[src/gsa_pkg.sv]
// ----------------------------------------------------------------------------
// Grid slot allocator package
// Shared sizes, codes and the structures passed between the controller and
// the chain of row cells.
// ----------------------------------------------------------------------------
package gsa_pkg;

    // Stored grid size.
    localparam int MAX_COLS = 16;
    localparam int MAX_ROWS = 16;

    // Index and count widths derived from the grid size.
    localparam int COL_W   = (MAX_COLS > 1) ? $clog2(MAX_COLS) : 1;
    localparam int ROW_W   = (MAX_ROWS > 1) ? $clog2(MAX_ROWS) : 1;
    localparam int CNT_C_W = $clog2(MAX_COLS + 1);
    localparam int CNT_R_W = $clog2(MAX_ROWS + 1);

    // Field widths fixed by the interface.
    localparam int IN_W     = 5;
    localparam int SLOT_W   = 4;
    localparam int POS_W    = 16;
    localparam int STEP_W   = 12;
    localparam int CNT_CFG_W = 5;
    localparam int CFG_IDX_W = 3;
    localparam int CFG_DAT_W = 16;

    // Operation codes.
    typedef enum logic [0:0] {
        OP_REQ  = 1'b0,
        OP_FREE = 1'b1
    } t_op;

    // Configuration register indexes.
    typedef enum logic [CFG_IDX_W-1:0] {
        CFG_COLS     = 3'd0,
        CFG_ROWS     = 3'd1,
        CFG_ORIGIN_X = 3'd2,
        CFG_ORIGIN_Y = 3'd3,
        CFG_STEP_X   = 3'd4,
        CFG_STEP_Y   = 3'd5,
        CFG_TOP      = 3'd6
    } t_cfg_idx;

    // Controller states.
    typedef enum logic [1:0] {
        ST_IDLE,
        ST_SCAN,
        ST_MUL,
        ST_DONE
    } t_state;

    // Search token that travels down the chain of row cells.
    typedef struct packed {
        logic               vld;
        t_op                op;
        logic               in_grid;
        logic               hint_ok;
        logic [COL_W-1:0]   hcol;
        logic [ROW_W-1:0]   hrow;
        logic [CNT_C_W-1:0] cols;
        logic [CNT_R_W-1:0] rows;
        logic               hint_free;
        logic               ff_found;
        logic [COL_W-1:0]   ff_col;
        logic [ROW_W-1:0]   ff_row;
        logic               free_ok;
    } t_token;

    // Broadcast write that marks one slot as occupied.
    typedef struct packed {
        logic             en;
        logic [ROW_W-1:0] row;
        logic [COL_W-1:0] col;
    } t_row_wr;

endpackage

[src/gsa_if.sv]
// ----------------------------------------------------------------------------
// Grid slot allocator channel interfaces
// Request, result and configuration write channels with valid/ready.
// ----------------------------------------------------------------------------
interface gsa_req_if;
    logic                           valid;
    logic                           ready;
    logic                           op;
    logic signed [gsa_pkg::IN_W-1:0] col;
    logic signed [gsa_pkg::IN_W-1:0] row;

    modport source (output valid, output op, output col, output row, input ready);
    modport sink   (input valid, input op, input col, input row, output ready);
endinterface

interface gsa_res_if;
    logic                             valid;
    logic                             ready;
    logic                             ok;
    logic signed [gsa_pkg::POS_W-1:0] pos_x;
    logic signed [gsa_pkg::POS_W-1:0] pos_y;
    logic [gsa_pkg::SLOT_W-1:0]       slot_col;
    logic [gsa_pkg::SLOT_W-1:0]       slot_row;
    logic                             full_res;

    modport source (output valid, output ok, output pos_x, output pos_y,
                    output slot_col, output slot_row, output full_res, input ready);
    modport sink   (input valid, input ok, input pos_x, input pos_y,
                    input slot_col, input slot_row, input full_res, output ready);
endinterface

interface gsa_cfg_if;
    logic                               valid;
    logic                               ready;
    logic [gsa_pkg::CFG_IDX_W-1:0]      index;
    logic [gsa_pkg::CFG_DAT_W-1:0]      data;

    modport source (output valid, output index, output data, input ready);
    modport sink   (input valid, input index, input data, output ready);
endinterface

[src/gsa_cell.sv]
// ----------------------------------------------------------------------------
// Grid slot allocator row cell
// Holds the occupancy bits of one grid row and updates the passing search
// token with hint, first-fit and free results for that row.
// ----------------------------------------------------------------------------
module gsa_cell (
    input  logic                        i_clk,
    input  logic                        i_rst_n,
    input  logic [gsa_pkg::ROW_W-1:0]   i_row_idx,
    input  gsa_pkg::t_token             i_tok,
    input  gsa_pkg::t_row_wr            i_wr,
    output gsa_pkg::t_token             o_tok
);

    logic [gsa_pkg::MAX_COLS-1:0] r_bits;
    logic [gsa_pkg::MAX_COLS-1:0] n_bits;
    logic [gsa_pkg::MAX_COLS-1:0] free_vec;
    logic                         r_vld;
    gsa_pkg::t_token              r_tok;
    gsa_pkg::t_token              n_tok;
    logic                         row_here;
    logic                         bit_at;
    logic                         row_in_use;
    logic                         any_free;
    logic [gsa_pkg::COL_W-1:0]    first_col;

    // Free slots of this row inside the columns in use.
    always_comb begin
        for (int i = 0; i < gsa_pkg::MAX_COLS; i++) begin
            free_vec[i] = !r_bits[i] && (gsa_pkg::CNT_C_W'(i) < i_tok.cols);
        end
    end

    // Lowest free column of this row.
    always_comb begin
        first_col = '0;
        for (int i = gsa_pkg::MAX_COLS - 1; i >= 0; i--) begin
            if (free_vec[i]) begin
                first_col = gsa_pkg::COL_W'(i);
            end
        end
    end

    assign any_free   = |free_vec;
    assign row_in_use = gsa_pkg::CNT_R_W'(i_row_idx) < i_tok.rows;
    assign row_here   = (i_tok.hrow == i_row_idx);
    assign bit_at     = r_bits[i_tok.hcol];

    // Token update and occupancy update for this row.
    always_comb begin
        n_tok  = i_tok;
        n_bits = r_bits;
        if (i_tok.vld) begin
            if (i_tok.op == gsa_pkg::OP_FREE) begin
                if (i_tok.in_grid && row_here) begin
                    n_tok.free_ok     = bit_at;
                    n_bits[i_tok.hcol] = 1'b0;
                end
            end else begin
                if (i_tok.hint_ok && row_here) begin
                    n_tok.hint_free = !bit_at;
                end
                if (!i_tok.ff_found && row_in_use && any_free) begin
                    n_tok.ff_found = 1'b1;
                    n_tok.ff_col   = first_col;
                    n_tok.ff_row   = i_row_idx;
                end
            end
        end
        if (i_wr.en && (i_wr.row == i_row_idx)) begin
            n_bits[i_wr.col] = 1'b1;
        end
    end

    // Occupancy bits and token valid.
    always_ff @(posedge i_clk) begin
        if (!i_rst_n) begin
            r_bits <= '0;
            r_vld  <= 1'b0;
        end else begin
            r_bits <= n_bits;
            r_vld  <= i_tok.vld;
        end
    end

    // Token payload.
    always_ff @(posedge i_clk) begin
        r_tok <= n_tok;
    end

    always_comb begin
        o_tok     = r_tok;
        o_tok.vld = r_vld;
    end

endmodule

[src/gsa_ctrl.sv]
// ----------------------------------------------------------------------------
// Grid slot allocator controller
// Holds the configuration registers and the full flag, launches the search
// token, chooses the slot, works out its pixel position and returns results.
// ----------------------------------------------------------------------------
module gsa_ctrl (
    input  logic              i_clk,
    input  logic              i_rst_n,
    gsa_req_if.sink           i_req,
    gsa_res_if.source         o_res,
    gsa_cfg_if.sink           i_cfg,
    input  gsa_pkg::t_token   i_tok_last,
    output gsa_pkg::t_token   o_tok_first,
    output gsa_pkg::t_row_wr  o_wr
);

    localparam int PX_W  = gsa_pkg::COL_W + gsa_pkg::STEP_W;
    localparam int PY_W  = gsa_pkg::ROW_W + 1 + gsa_pkg::STEP_W;
    localparam int MAXP_W = (PX_W > PY_W) ? PX_W : PY_W;
    localparam int SUM_W = ((MAXP_W > gsa_pkg::POS_W) ? MAXP_W : gsa_pkg::POS_W) + 2;
    localparam int POS_MAX = 32767;
    localparam int POS_MIN = -32768;

    // Configuration registers.
    logic [gsa_pkg::CNT_CFG_W-1:0]      r_cols_cfg;
    logic [gsa_pkg::CNT_CFG_W-1:0]      r_rows_cfg;
    logic signed [gsa_pkg::POS_W-1:0]   r_org_x;
    logic signed [gsa_pkg::POS_W-1:0]   r_org_y;
    logic [gsa_pkg::STEP_W-1:0]         r_step_x;
    logic [gsa_pkg::STEP_W-1:0]         r_step_y;
    logic signed [gsa_pkg::POS_W-1:0]   r_top;

    gsa_pkg::t_state                    r_state;
    gsa_pkg::t_state                    n_state;
    logic                               r_full;
    logic                               n_full;

    // Captured selection and products.
    gsa_pkg::t_op                       r_op;
    logic                               r_free_ok;
    logic                               r_sel_found;
    logic [gsa_pkg::COL_W-1:0]          r_sel_col;
    logic [gsa_pkg::ROW_W-1:0]          r_sel_row;
    logic [PX_W-1:0]                    r_prod_x;
    logic [PY_W-1:0]                    r_prod_y;

    // Output register.
    logic                               r_out_vld;
    logic                               r_out_ok;
    logic signed [gsa_pkg::POS_W-1:0]   r_out_x;
    logic signed [gsa_pkg::POS_W-1:0]   r_out_y;
    logic [gsa_pkg::SLOT_W-1:0]         r_out_col;
    logic [gsa_pkg::SLOT_W-1:0]         r_out_row;
    logic                               r_out_full;

    // Control strobes.
    logic                               accept;
    logic                               capture;
    logic                               multiply;
    logic                               finish;

    logic [gsa_pkg::CNT_C_W-1:0]        cols_eff;
    logic [gsa_pkg::CNT_R_W-1:0]        rows_eff;
    logic                               col_in_grid;
    logic                               row_in_grid;
    logic [gsa_pkg::COL_W-1:0]          hint_col;
    logic [gsa_pkg::ROW_W-1:0]          hint_row;
    logic                               use_hint;
    logic signed [SUM_W-1:0]            sum_x;
    logic signed [SUM_W-1:0]            sum_y;
    logic                               place_ok;

    function automatic logic signed [gsa_pkg::POS_W-1:0] sat_pos(logic signed [SUM_W-1:0] v);
        logic signed [gsa_pkg::POS_W-1:0] res;
        if (v > SUM_W'(POS_MAX)) begin
            res = gsa_pkg::POS_W'(POS_MAX);
        end else if (v < SUM_W'(POS_MIN)) begin
            res = gsa_pkg::POS_W'(POS_MIN);
        end else begin
            res = v[gsa_pkg::POS_W-1:0];
        end
        return res;
    endfunction

    // Configuration writes are always taken.
    assign i_cfg.ready = 1'b1;

    always_ff @(posedge i_clk) begin
        if (!i_rst_n) begin
            r_cols_cfg <= gsa_pkg::CNT_CFG_W'(16);
            r_rows_cfg <= gsa_pkg::CNT_CFG_W'(16);
            r_org_x    <= '0;
            r_org_y    <= '0;
            r_step_x   <= gsa_pkg::STEP_W'(96);
            r_step_y   <= gsa_pkg::STEP_W'(96);
            r_top      <= '0;
        end else if (i_cfg.valid) begin
            unique case (i_cfg.index)
                gsa_pkg::CFG_COLS:     r_cols_cfg <= i_cfg.data[gsa_pkg::CNT_CFG_W-1:0];
                gsa_pkg::CFG_ROWS:     r_rows_cfg <= i_cfg.data[gsa_pkg::CNT_CFG_W-1:0];
                gsa_pkg::CFG_ORIGIN_X: r_org_x    <= i_cfg.data;
                gsa_pkg::CFG_ORIGIN_Y: r_org_y    <= i_cfg.data;
                gsa_pkg::CFG_STEP_X:   r_step_x   <= i_cfg.data[gsa_pkg::STEP_W-1:0];
                gsa_pkg::CFG_STEP_Y:   r_step_y   <= i_cfg.data[gsa_pkg::STEP_W-1:0];
                gsa_pkg::CFG_TOP:      r_top      <= i_cfg.data;
                default: ;
            endcase
        end
    end

    // Columns and rows in use, limited to the stored grid.
    assign cols_eff = (32'(r_cols_cfg) > gsa_pkg::MAX_COLS) ?
                      gsa_pkg::CNT_C_W'(gsa_pkg::MAX_COLS) : gsa_pkg::CNT_C_W'(r_cols_cfg);
    assign rows_eff = (32'(r_rows_cfg) > gsa_pkg::MAX_ROWS) ?
                      gsa_pkg::CNT_R_W'(gsa_pkg::MAX_ROWS) : gsa_pkg::CNT_R_W'(r_rows_cfg);

    // Range checks on the requested slot.
    assign col_in_grid = !i_req.col[gsa_pkg::IN_W-1] &&
                         (32'(unsigned'(i_req.col)) < gsa_pkg::MAX_COLS);
    assign row_in_grid = !i_req.row[gsa_pkg::IN_W-1] &&
                         (32'(unsigned'(i_req.row)) < gsa_pkg::MAX_ROWS);
    assign hint_col    = gsa_pkg::COL_W'(unsigned'(i_req.col));
    assign hint_row    = gsa_pkg::ROW_W'(unsigned'(i_req.row));

    // Token launched into the first cell.
    always_comb begin
        o_tok_first           = '0;
        o_tok_first.vld       = accept;
        o_tok_first.op        = gsa_pkg::t_op'(i_req.op);
        o_tok_first.in_grid   = col_in_grid && row_in_grid;
        o_tok_first.hint_ok   = (i_req.op == gsa_pkg::OP_REQ) && col_in_grid && row_in_grid &&
                                (32'(hint_col) < 32'(cols_eff)) &&
                                (32'(hint_row) < 32'(rows_eff));
        o_tok_first.hcol      = hint_col;
        o_tok_first.hrow      = hint_row;
        o_tok_first.cols      = cols_eff;
        o_tok_first.rows      = rows_eff;
    end

    // Next state.
    always_comb begin
        n_state = r_state;
        unique case (r_state)
            gsa_pkg::ST_IDLE: if (i_req.valid) n_state = gsa_pkg::ST_SCAN;
            gsa_pkg::ST_SCAN: if (i_tok_last.vld) n_state = gsa_pkg::ST_MUL;
            gsa_pkg::ST_MUL:  n_state = gsa_pkg::ST_DONE;
            gsa_pkg::ST_DONE: if (!r_out_vld || o_res.ready) n_state = gsa_pkg::ST_IDLE;
            default:          n_state = gsa_pkg::ST_IDLE;
        endcase
    end

    // State outputs.
    always_comb begin
        i_req.ready = 1'b0;
        capture     = 1'b0;
        multiply    = 1'b0;
        finish      = 1'b0;
        unique case (r_state)
            gsa_pkg::ST_IDLE: i_req.ready = 1'b1;
            gsa_pkg::ST_SCAN: capture     = i_tok_last.vld;
            gsa_pkg::ST_MUL:  multiply    = 1'b1;
            gsa_pkg::ST_DONE: finish      = !r_out_vld || o_res.ready;
            default: ;
        endcase
    end

    assign accept   = i_req.valid && i_req.ready;
    assign use_hint = i_tok_last.hint_ok && i_tok_last.hint_free;

    // Pixel position of the chosen slot.
    assign sum_x    = SUM_W'(r_org_x) + $signed(SUM_W'(r_prod_x));
    assign sum_y    = SUM_W'(r_org_y) - $signed(SUM_W'(r_prod_y));
    assign place_ok = r_sel_found && (sum_y > SUM_W'(r_top));

    always_comb begin
        n_full = r_full;
        if (finish && (r_op == gsa_pkg::OP_REQ) && !place_ok) begin
            n_full = 1'b1;
        end
    end

    // Slot marking once the request is placed.
    always_comb begin
        o_wr.en  = finish && (r_op == gsa_pkg::OP_REQ) && place_ok;
        o_wr.row = r_sel_row;
        o_wr.col = r_sel_col;
    end

    // Control registers.
    always_ff @(posedge i_clk) begin
        if (!i_rst_n) begin
            r_state   <= gsa_pkg::ST_IDLE;
            r_full    <= 1'b0;
            r_out_vld <= 1'b0;
        end else begin
            r_state <= n_state;
            r_full  <= n_full;
            if (finish) begin
                r_out_vld <= 1'b1;
            end else if (o_res.ready) begin
                r_out_vld <= 1'b0;
            end
        end
    end

    // Selection, products and result payload.
    always_ff @(posedge i_clk) begin
        if (capture) begin
            r_op        <= i_tok_last.op;
            r_free_ok   <= i_tok_last.free_ok;
            r_sel_found <= use_hint || i_tok_last.ff_found;
            r_sel_col   <= use_hint ? i_tok_last.hcol : i_tok_last.ff_col;
            r_sel_row   <= use_hint ? i_tok_last.hrow : i_tok_last.ff_row;
        end
        if (multiply) begin
            r_prod_x <= PX_W'(r_sel_col) * PX_W'(r_step_x);
            r_prod_y <= (PY_W'(r_sel_row) + PY_W'(1)) * PY_W'(r_step_y);
        end
        if (finish) begin
            r_out_full <= n_full;
            if (r_op == gsa_pkg::OP_FREE) begin
                r_out_ok  <= r_free_ok;
                r_out_x   <= '0;
                r_out_y   <= '0;
                r_out_col <= '0;
                r_out_row <= '0;
            end else if (place_ok) begin
                r_out_ok  <= 1'b1;
                r_out_x   <= sat_pos(sum_x);
                r_out_y   <= sat_pos(sum_y);
                r_out_col <= gsa_pkg::SLOT_W'(r_sel_col);
                r_out_row <= gsa_pkg::SLOT_W'(r_sel_row);
            end else begin
                r_out_ok  <= 1'b0;
                r_out_x   <= '0;
                r_out_y   <= '0;
                r_out_col <= '0;
                r_out_row <= '0;
            end
        end
    end

    assign o_res.valid    = r_out_vld;
    assign o_res.ok       = r_out_ok;
    assign o_res.pos_x    = r_out_x;
    assign o_res.pos_y    = r_out_y;
    assign o_res.slot_col = r_out_col;
    assign o_res.slot_row = r_out_row;
    assign o_res.full_res = r_out_full;

endmodule

[src/grid_slot_allocator_unit.sv]
// ----------------------------------------------------------------------------
// Grid slot allocator
// Occupancy map of a slot grid with hinted first-fit placement and free.
//
//   Channel   Direction   Handshake        Payload
//   i_req     in          valid / ready    op, col, row
//   o_res     out         valid / ready    ok, pos_x, pos_y, slot_col,
//                                          slot_row, full_res
//   i_cfg     in          valid / ready    index, data
//
// One transaction at a time: the search token walks one row cell per cycle
// down the chain, then the controller forms the products in ST_MUL and
// places the slot in ST_DONE before the block is ready again.
// Reset empties the grid at once, clears the full flag and loads the
// register defaults. A stalled result holds in the output register; the
// next request is taken while it waits, and placement stalls behind it.
// ----------------------------------------------------------------------------
module grid_slot_allocator_unit (
    input  logic        i_clk,
    input  logic        i_rst_n,
    gsa_req_if.sink     i_req,
    gsa_res_if.source   o_res,
    gsa_cfg_if.sink     i_cfg
);

    gsa_pkg::t_token  tok [gsa_pkg::MAX_ROWS+1];
    gsa_pkg::t_row_wr wr;

    // Controller with configuration and result registers.
    gsa_ctrl u_ctrl (
        .i_clk       (i_clk),
        .i_rst_n     (i_rst_n),
        .i_req       (i_req),
        .o_res       (o_res),
        .i_cfg       (i_cfg),
        .i_tok_last  (tok[gsa_pkg::MAX_ROWS]),
        .o_tok_first (tok[0]),
        .o_wr        (wr)
    );

    // Chain of row cells, one per stored grid row.
    for (genvar k = 0; k < gsa_pkg::MAX_ROWS; k++) begin : g_cell
        gsa_cell u_cell (
            .i_clk     (i_clk),
            .i_rst_n   (i_rst_n),
            .i_row_idx (gsa_pkg::ROW_W'(k)),
            .i_tok     (tok[k]),
            .i_wr      (wr),
            .o_tok     (tok[k+1])
        );
    end

endmodule

[src/flat_wrapper.sv]
// flat-port wrapper written by rule: the top's interface ports become plain ports
module grid_slot_allocator_unit_flat 
  (i_clk, i_rst_n, i_req_valid, i_req_op, i_req_col, i_req_row, i_req_ready, o_res_valid, o_res_ok, o_res_pos_x, o_res_pos_y, o_res_slot_col, o_res_slot_row, o_res_full_res, o_res_ready, i_cfg_valid, i_cfg_index, i_cfg_data, i_cfg_ready);
  gsa_req_if i_req_i ();
  gsa_res_if o_res_i ();
  gsa_cfg_if i_cfg_i ();
  input  logic i_clk;
  input  logic i_rst_n;
  input wire logic [$bits(i_req_i.valid)-1:0] i_req_valid;
  input wire logic [$bits(i_req_i.op)-1:0] i_req_op;
  input wire logic [$bits(i_req_i.col)-1:0] i_req_col;
  input wire logic [$bits(i_req_i.row)-1:0] i_req_row;
  output wire logic [$bits(i_req_i.ready)-1:0] i_req_ready;
  output wire logic [$bits(o_res_i.valid)-1:0] o_res_valid;
  output wire logic [$bits(o_res_i.ok)-1:0] o_res_ok;
  output wire logic [$bits(o_res_i.pos_x)-1:0] o_res_pos_x;
  output wire logic [$bits(o_res_i.pos_y)-1:0] o_res_pos_y;
  output wire logic [$bits(o_res_i.slot_col)-1:0] o_res_slot_col;
  output wire logic [$bits(o_res_i.slot_row)-1:0] o_res_slot_row;
  output wire logic [$bits(o_res_i.full_res)-1:0] o_res_full_res;
  input wire logic [$bits(o_res_i.ready)-1:0] o_res_ready;
  input wire logic [$bits(i_cfg_i.valid)-1:0] i_cfg_valid;
  input wire logic [$bits(i_cfg_i.index)-1:0] i_cfg_index;
  input wire logic [$bits(i_cfg_i.data)-1:0] i_cfg_data;
  output wire logic [$bits(i_cfg_i.ready)-1:0] i_cfg_ready;
  assign i_req_i.valid = i_req_valid;
  assign i_req_i.op = i_req_op;
  assign i_req_i.col = i_req_col;
  assign i_req_i.row = i_req_row;
  assign i_req_ready = i_req_i.ready;
  assign o_res_valid = o_res_i.valid;
  assign o_res_ok = o_res_i.ok;
  assign o_res_pos_x = o_res_i.pos_x;
  assign o_res_pos_y = o_res_i.pos_y;
  assign o_res_slot_col = o_res_i.slot_col;
  assign o_res_slot_row = o_res_i.slot_row;
  assign o_res_full_res = o_res_i.full_res;
  assign o_res_i.ready = o_res_ready;
  assign i_cfg_i.valid = i_cfg_valid;
  assign i_cfg_i.index = i_cfg_index;
  assign i_cfg_i.data = i_cfg_data;
  assign i_cfg_ready = i_cfg_i.ready;
  grid_slot_allocator_unit u_core (.i_clk(i_clk), .i_rst_n(i_rst_n), .i_req(i_req_i), .o_res(o_res_i), .i_cfg(i_cfg_i));
endmodule
[config.mk]
export PLATFORM = sky130hd
export DESIGN_NAME = grid_slot_allocator_unit_flat
export DESIGN_NICKNAME = d
export VERILOG_FILES = /design/src/gsa_pkg.sv /design/src/gsa_if.sv /design/src/gsa_cell.sv /design/src/gsa_ctrl.sv /design/src/grid_slot_allocator_unit.sv /design/src/flat_wrapper.sv
export SDC_FILE = /design/constraint.sdc
export NUM_CORES = 2
export LEC_CHECK = 0
export ABC_AREA = 1
export BUFFER_PORTS_ARGS = -buffer_cell sky130_fd_sc_hd__buf_4
export CORE_MARGIN = 3
export CORE_UTILIZATION = 45
export CTS_BUF_LIST = sky130_fd_sc_hd__clkbuf_2
export CTS_CLUSTER_SIZE = 24
export DETAILED_ROUTE_END_ITERATION = 12
export PLACE_DENSITY_LB_ADDON = 0.25
export SLEW_MARGIN = 20
export SYNTH_ARGS = -nofsm -noshare
export SYNTH_HDL_FRONTEND = slang
export SYNTH_SLANG_ARGS = --single-unit
[constraint.sdc]
create_clock -name i_clk -period 4.35 [get_ports i_clk]
set_clock_uncertainty 0.05 [all_clocks]
set_input_delay 0.2175 -clock i_clk [delete_from_list [all_inputs] [get_ports i_clk]]
set_output_delay 0.2175 -clock i_clk [all_outputs]
set_load 0.02 [all_outputs]
Yosys cells after proc, flatten, opt, wreduce, memory -nomap -nowiden
Cells that the tools add are included.
- bits in registers: 945
- bits in latches: 0
- RAM bits: 0
- memory bits (read-only): 0
- input port bits: 35
- output and inout port bits: 45
- logic and storage cells: 1862
- memories: 0
- $add $sub $neg: 3
- multipliers: 2
- div/mod/pow operators: 0
- $lt $le $gt $ge: 317
- eq/ne operators: 42
- shift-type cells: 0
- multiplexer cells: 498
- bitwise operators: 54
- reduce and logical (&&, ||, !) cells: 697
- operators by type and width (kind ; count):
    16-bit 2-to-1 mux ; 66
    4-bit 2-to-1 mux ; 258
    4-bit by 5-bit < comparator with 1-bit output, first input constant ; 136
    1-bit logical AND ; 365
    3-bit by 5-bit < comparator with 1-bit output, first input constant ; 68
    1-bit zero test ; 291
    16-bit bitwise AND ; 16
    16-bit inverter ; 16
    16-bit OR ; 16
    16-bit OR reduction ; 16
    1-bit by 5-bit < comparator with 1-bit output, first input constant ; 34
    2-bit by 5-bit < comparator with 1-bit output, first input constant ; 34
    11-bit 2-to-1 mux ; 15
    10-bit 2-to-1 mux ; 15
    9-bit 2-to-1 mux ; 16
    1-bit 2-to-1 mux ; 87
    4-bit by 5-bit < comparator with 1-bit output, second input constant ; 17
    1-bit demux with 4-bit select ; 17
    4-bit by 1-bit greater-or-equal comparator with 1-bit output, second input constant ; 17
    1-bit binary-select mux with 4-bit select ; 16
    4-bit == test, second input constant ; 16
    4-bit by 3-bit == test with 1-bit output, second input constant ; 8
    15-bit 2-to-1 mux ; 2
    19-bit by 16-bit > comparator with 1-bit output ; 1
    37 further kinds ; 70

Longest topological paths before layout
- depth after elaboration: 21
- mapped depth: 24
- mapped depth without buffers: 23

Modules after synthesis
Synthesis repeated with hierarchy kept, for this count alone.
- cells, all modules: 6320
- area total of the unflattened synthesis: 48484.0 sq um
- modules (own cells, without submodules) (module ; instances ; cells an instance ; area an instance (sq um) ; sequential area each (sq um)):
    gsa_cell at u_core.g_cell[0].u_cell ... ; 15 ; 299 ; 2263.4 ; 980.9
    gsa_ctrl ; 1 ; 1533 ; 12270.5 ; 4304.1
    gsa_cell at u_core.g_cell[9].u_cell ; 1 ; 300 ; 2254.7 ; 980.9
    grid_slot_allocator_unit ; 1 ; 2 ; 7.5 ; 0.0

Worst setup path after synthesis
No wires, ideal clock.
- path kind: reg2reg
- start point: register u_core.u_ctrl.r_sel_row[0] (netlist name)
- end point: register u_core.u_ctrl.r_prod_y[12], data pin
- setup time: 259 ps
- arrival time: 4478 ps
- data required time: 4041 ps
- path slack: -437 ps
- cell stages (with the launch flop): 21
- buffers on the path: 1
- period minus slack after synthesis: 4787 ps
- cells stage by stage: edfxtp_1 -> ha_1 -> inv_1 -> nor2_1 -> clkbuf_1 -> clkinv_1 -> nor2_1 -> fa_1 -> fa_1 -> inv_1 -> fa_1 -> inv_1 -> ha_1 -> a21o_1 -> a31oi_1 -> inv_1 -> a21o_1 -> a21oi_1 -> inv_1 -> a21oi_1 -> xnor2_1
- word-level cells in the longest chain between the ends: 2
- RTL lines (element ; line ; RTL):
    start: declaration ; gsa_ctrl.sv:43 ; logic [gsa_pkg::ROW_W-1:0] r_sel_row;
    start signal: assignment ; gsa_ctrl.sv:213 ; r_sel_row <= use_hint ? i_tok_last.hrow : i_tok_last.ff_row;
    4-bit by 1-bit adder with 5-bit output ; gsa_ctrl.sv:217 ; r_prod_y <= (PY_W'(r_sel_row) + PY_W'(1)) * PY_W'(r_step_y);
    5-bit by 12-bit multiplier with 17-bit output ; gsa_ctrl.sv:217 ;
    end signal: assignment ; gsa_ctrl.sv:217 ;
    end: declaration ; gsa_ctrl.sv:45 ; logic [PY_W-1:0] r_prod_y;
Every way passes these cells.
A chain may end at the register's enable or synchronous reset.

Worst setup path in the final report
- start point: register u_core.u_ctrl.r_sel_row[1] (netlist name)
- end point: register u_core.u_ctrl.r_prod_y[12], data pin
Same word-level chain as after synthesis.

==> results.md <==
* Outcome: completed
* CP cell instances: inv_2, nor3_4, or2_4, nand2_4, nor2_2, fa_1, fa_1, inv_1, fa_1, inv_1, ha_4, a21o_1, a31oi_4, inv_1, a21o_1, a21oi_1, inv_1, a21oi_2, xnor2_1
* Via count at roughly 39k
* Synth Area in Adders at slightly below 6%
* Tcrit/Tclk final at approximately 100%
* Ys async rst share at 0%
* Slowest library cell on the worst path: fa_1
* Commonest non-fill, non-tap cell in the layout: nand2_1
* Post-synth EDFFs at 86
* DRC errors left at 0
* Max clock buf depth at 3
* Syn Inst Count at 5573
* RSZ-0062 raised after global routing: true
* Slew headroom at about 22%
* Layout overhead on the synthesized area at 14.6%
* Post-synthesis xor/xnor area fraction at 1.09%
* Antenna violations before repair at 3
* First-pass GRT wire length at 198000 um
* Worst-path fanout max at 4
* Grt ovf at 0
* Reg2reg start: u_core.u_ctrl.r_sel_row[1]
* CP Class: register to register
* Fmax at between 200 and 250 MHz
* Final hold violations at 0
* Worst vdd ir at 0.260 mV
* IO Port Bufs at 78
* Layout cells sized above 1 at a little under an eighth
* Root Driver: clkbuf_2
* Design Area, Final at around 49000 um^2
* Post-Syn Nets at between 5k and 6k
* Simple-Gate Fraction of Synth Area at a little under a quarter
* CP Launch Type: register
* Placed Area at ~45000 um^2
* Initial DRC Count at approximately 3.6k
* Setup TNS at 0 ns
* Worst-margin pin slew at around 1.2 ns
* Fin crit period at 4.33 ns
* Worst setup path end: u_core.u_ctrl.r_prod_y[12]
* Yosys reg bits at roughly 930
* Mux cell area share after synthesis at less than 1%
* Dpl hpwl at 87000 um
* CORE AREA at roughly 92000 um^2
* WL/cell at approximately 17 um
* Worst Setup SP: u_core.u_ctrl.r_sel_row[1]
* Worst R2R Path Depth at 19
* Gp weighted congestion at just over 0.9
* Reg-to-Reg End: u_core.u_ctrl.r_prod_y[12]
* Largest net degree at the start of global routing at 99
* Post-synthesis compound-gate area fraction at ~16%
* Die X at 313 um
* Worst-skew pair later-pin latency at ~1.5 ns
* Nets at 6168
* Synth Cell Area at about 42000 um^2
* Final setup viols at 0
* 1st-pass router iterations at 6
* Post-route ant nets at 0
* Warnings from Yosys at 0
* Drt total wl at about 130000 um
* Crit path capture type: register
* Die Y at 313 um
* Hold WS at 0.190 ns
* Static leakage at about 21 nW
* Ports at 80
* Clk pin slew, worst setup/hold paths at approximately 0.1 ns
* Pwr Total at 17.2 mW
* Most frequent cells in the layout: nand2_1 (1127), dfxtp_1 (840), inv_1 (716)
* Vias in the first global route at ~38k
* Worst path required time at roughly 5.5 ns
* Initial Util at about 46%
* Unique masters post-synth at ~70
* TritonCTS Sinks at 926
* Slowest Stage Delay on Critical Path at 0.54 ns
* H-tree levels at 4
* Mapped Avg Cell Area at between 7 and 8 um^2
* Largest family of logic cells by synthesized area: simple AND/OR/NAND/NOR gates
* Via-to-Cell Ratio at 5.33
* Slew Limit Fails at 0
* Register-to-Register Setup Slack at between 0.02 and 0.025 ns
* Main synth FF type: dfxtp_1
* Worst path most repeated cell: inv_1
* Row count at between 100 and 150
* Max_cap viols at 0
* CTS tree: yes
* Pwr dens at between 300 and 400 nW/um^2
* Tot GR Track Use at approximately 25%
* Hold Crit Class: input pin to register
* Critical path data arrival time at ~5.5 ns
* Full die area at between 90000 and 100000 um^2
* Inserted Clock Buffers at 225
* Register area share after synthesis at a little under half
power breakdown:
group / switching (mW) / internal [mW] / leakage (nW)
registers: 0.259 / 9.08 / 7.66
clock network: 3.63 / 2.21 / 1.56
logic: 1.24 / 0.742 / 12.1
sequential cells by signal, summed over array words and instances (netlist names), 2 cells and up:
| signal | count |
|---|---|
| u_core.u_ctrl.o_res.slot_row | 4 |
| u_core.u_ctrl.r_sel_col | 4 |
| u_core.u_ctrl.o_res.slot_col | 4 |
| u_core.u_ctrl.o_res.pos_x | 16 |
| u_core.u_ctrl.r_sel_row | 4 |
| u_core.g_cell.u_cell.r_vld | 16 |
| u_core.u_ctrl.r_step_x | 12 |
| u_core.u_ctrl.r_prod_y | 17 |
| u_core.u_ctrl.r_step_y | 12 |
| u_core.u_ctrl.o_res.pos_y | 16 |
| u_core.u_ctrl.r_state | 2 |
| u_core.u_ctrl.r_top | 16 |
| u_core.u_ctrl.r_prod_x | 16 |
| u_core.u_ctrl.r_org_x | 16 |
| u_core.u_ctrl.r_rows_cfg | 5 |
| u_core.u_ctrl.r_org_y | 16 |
| u_core.u_ctrl.r_cols_cfg | 5 |
| u_core.g_cell.u_cell.o_tok | 482 |
| u_core.g_cell.u_cell.r_bits | 256 |
through the flow:
step	setup WS, ns	std cells	utilization (%)
after floorplan	-0.0166	5573	-
after global placement	0.0357	6837	48.4
after detailed placement	0.0337	6837	48.4
after CTS	0.00932	7370	52.1
after global routing	-0.219	7398	52.6
final	0.0222	7399	52.6
routing by layer:
metal	wire [um]	vias to the layer above	track usage, %	part of all wire [%]
li1	-	19400	-	-
met1	54200	18200	32.5	43
met2	58600	1507	41.4	46
met3	8990	346	4.15	7.1
met4	5140	0	11.1	4.1
met5	0	-	0	0
timing repair:
action / CTS / global route
hold buffers: 120 / 3
endpoints found under the setup margin: 3 / 289
hold endpoints to repair: 419 / 15
setup buffers: 3 / 18
pin swaps: 6 / 20
gates resized for setup: 3 / 42
gates cloned: 0 / 3
critical path: cells and delay by family (launching register included):
kind | cells | cell delay (ns)
flops | 1 | 0.44
xor+xnor | 1 | 0.08
simple gates | 4 | 0.44
fa+ha+maj | 4 | 1.84
buf+inv | 5 | 0.36
compound gates | 5 | 0.82
how the worst min path moves through the flow:
| stage | end | cells past startpoint | slack, ns | startpoint |
|---|---|---|---|---|
| 3_5_place_dp | u_core.g_cell[7].u_cell.o_tok[11] | 0 | 0.26 | u_core.g_cell[6].u_cell.o_tok[11] |
| 2_1_floorplan | u_core.g_cell[0].u_cell.o_tok[21] | 0 | 0.20 | i_req_row[0] |
| 6_report | u_core.g_cell[0].u_cell.r_vld | 5 | 0.19 | i_req_valid |
| 5_1_grt | u_core.g_cell[0].u_cell.r_vld | 5 | 0.1 | i_req_valid |
| 4_1_cts | u_core.g_cell[0].u_cell.r_vld | 5 | 0.02 | i_req_valid |
| 3_3_place_gp | u_core.g_cell[11].u_cell.o_tok[11] | 0 | 0.26 | u_core.g_cell[10].u_cell.o_tok[11] |
final cells by class:
class | count | area, um^2
repair buffers | 296 | 2700
fillers | 9009 | 43900
diodes | 5 | 12.5
clock buffers | 317 | 1590
inverters | 734 | 2770
well taps | 1243 | 1560
multi-input cells | 3785 | 20100
clock inverters | 93 | 519
flip-flops and latches | 926 | 19400
cells by family after synthesis:
kind of cell             count (synthesis)
AO/OA/AOI/OAI                         1210
XOR/XNOR                                52
adder cells (fa/ha/maj)                165
buffers and inverters                  862
flip-flops                             926
multiplexers                            14
other                                    1
AND/OR/NAND/NOR                       2343
synthesized netlist by cell type, drive strengths merged, types with 43 or more instances:
cell type	n	area [um^2]
dfxtp	840	16800
nand2	1132	4250
a21oi	454	2280
clkbuf	87	327
o22ai	76	475
edfxtp	86	2580
fa	52	1040
nor2	605	2320
o31ai	43	323
or2	57	357
nand3	411	2060
ha	113	1410
inv	729	2740
o21ai	480	2410
(Power assumes the default switching activity.)
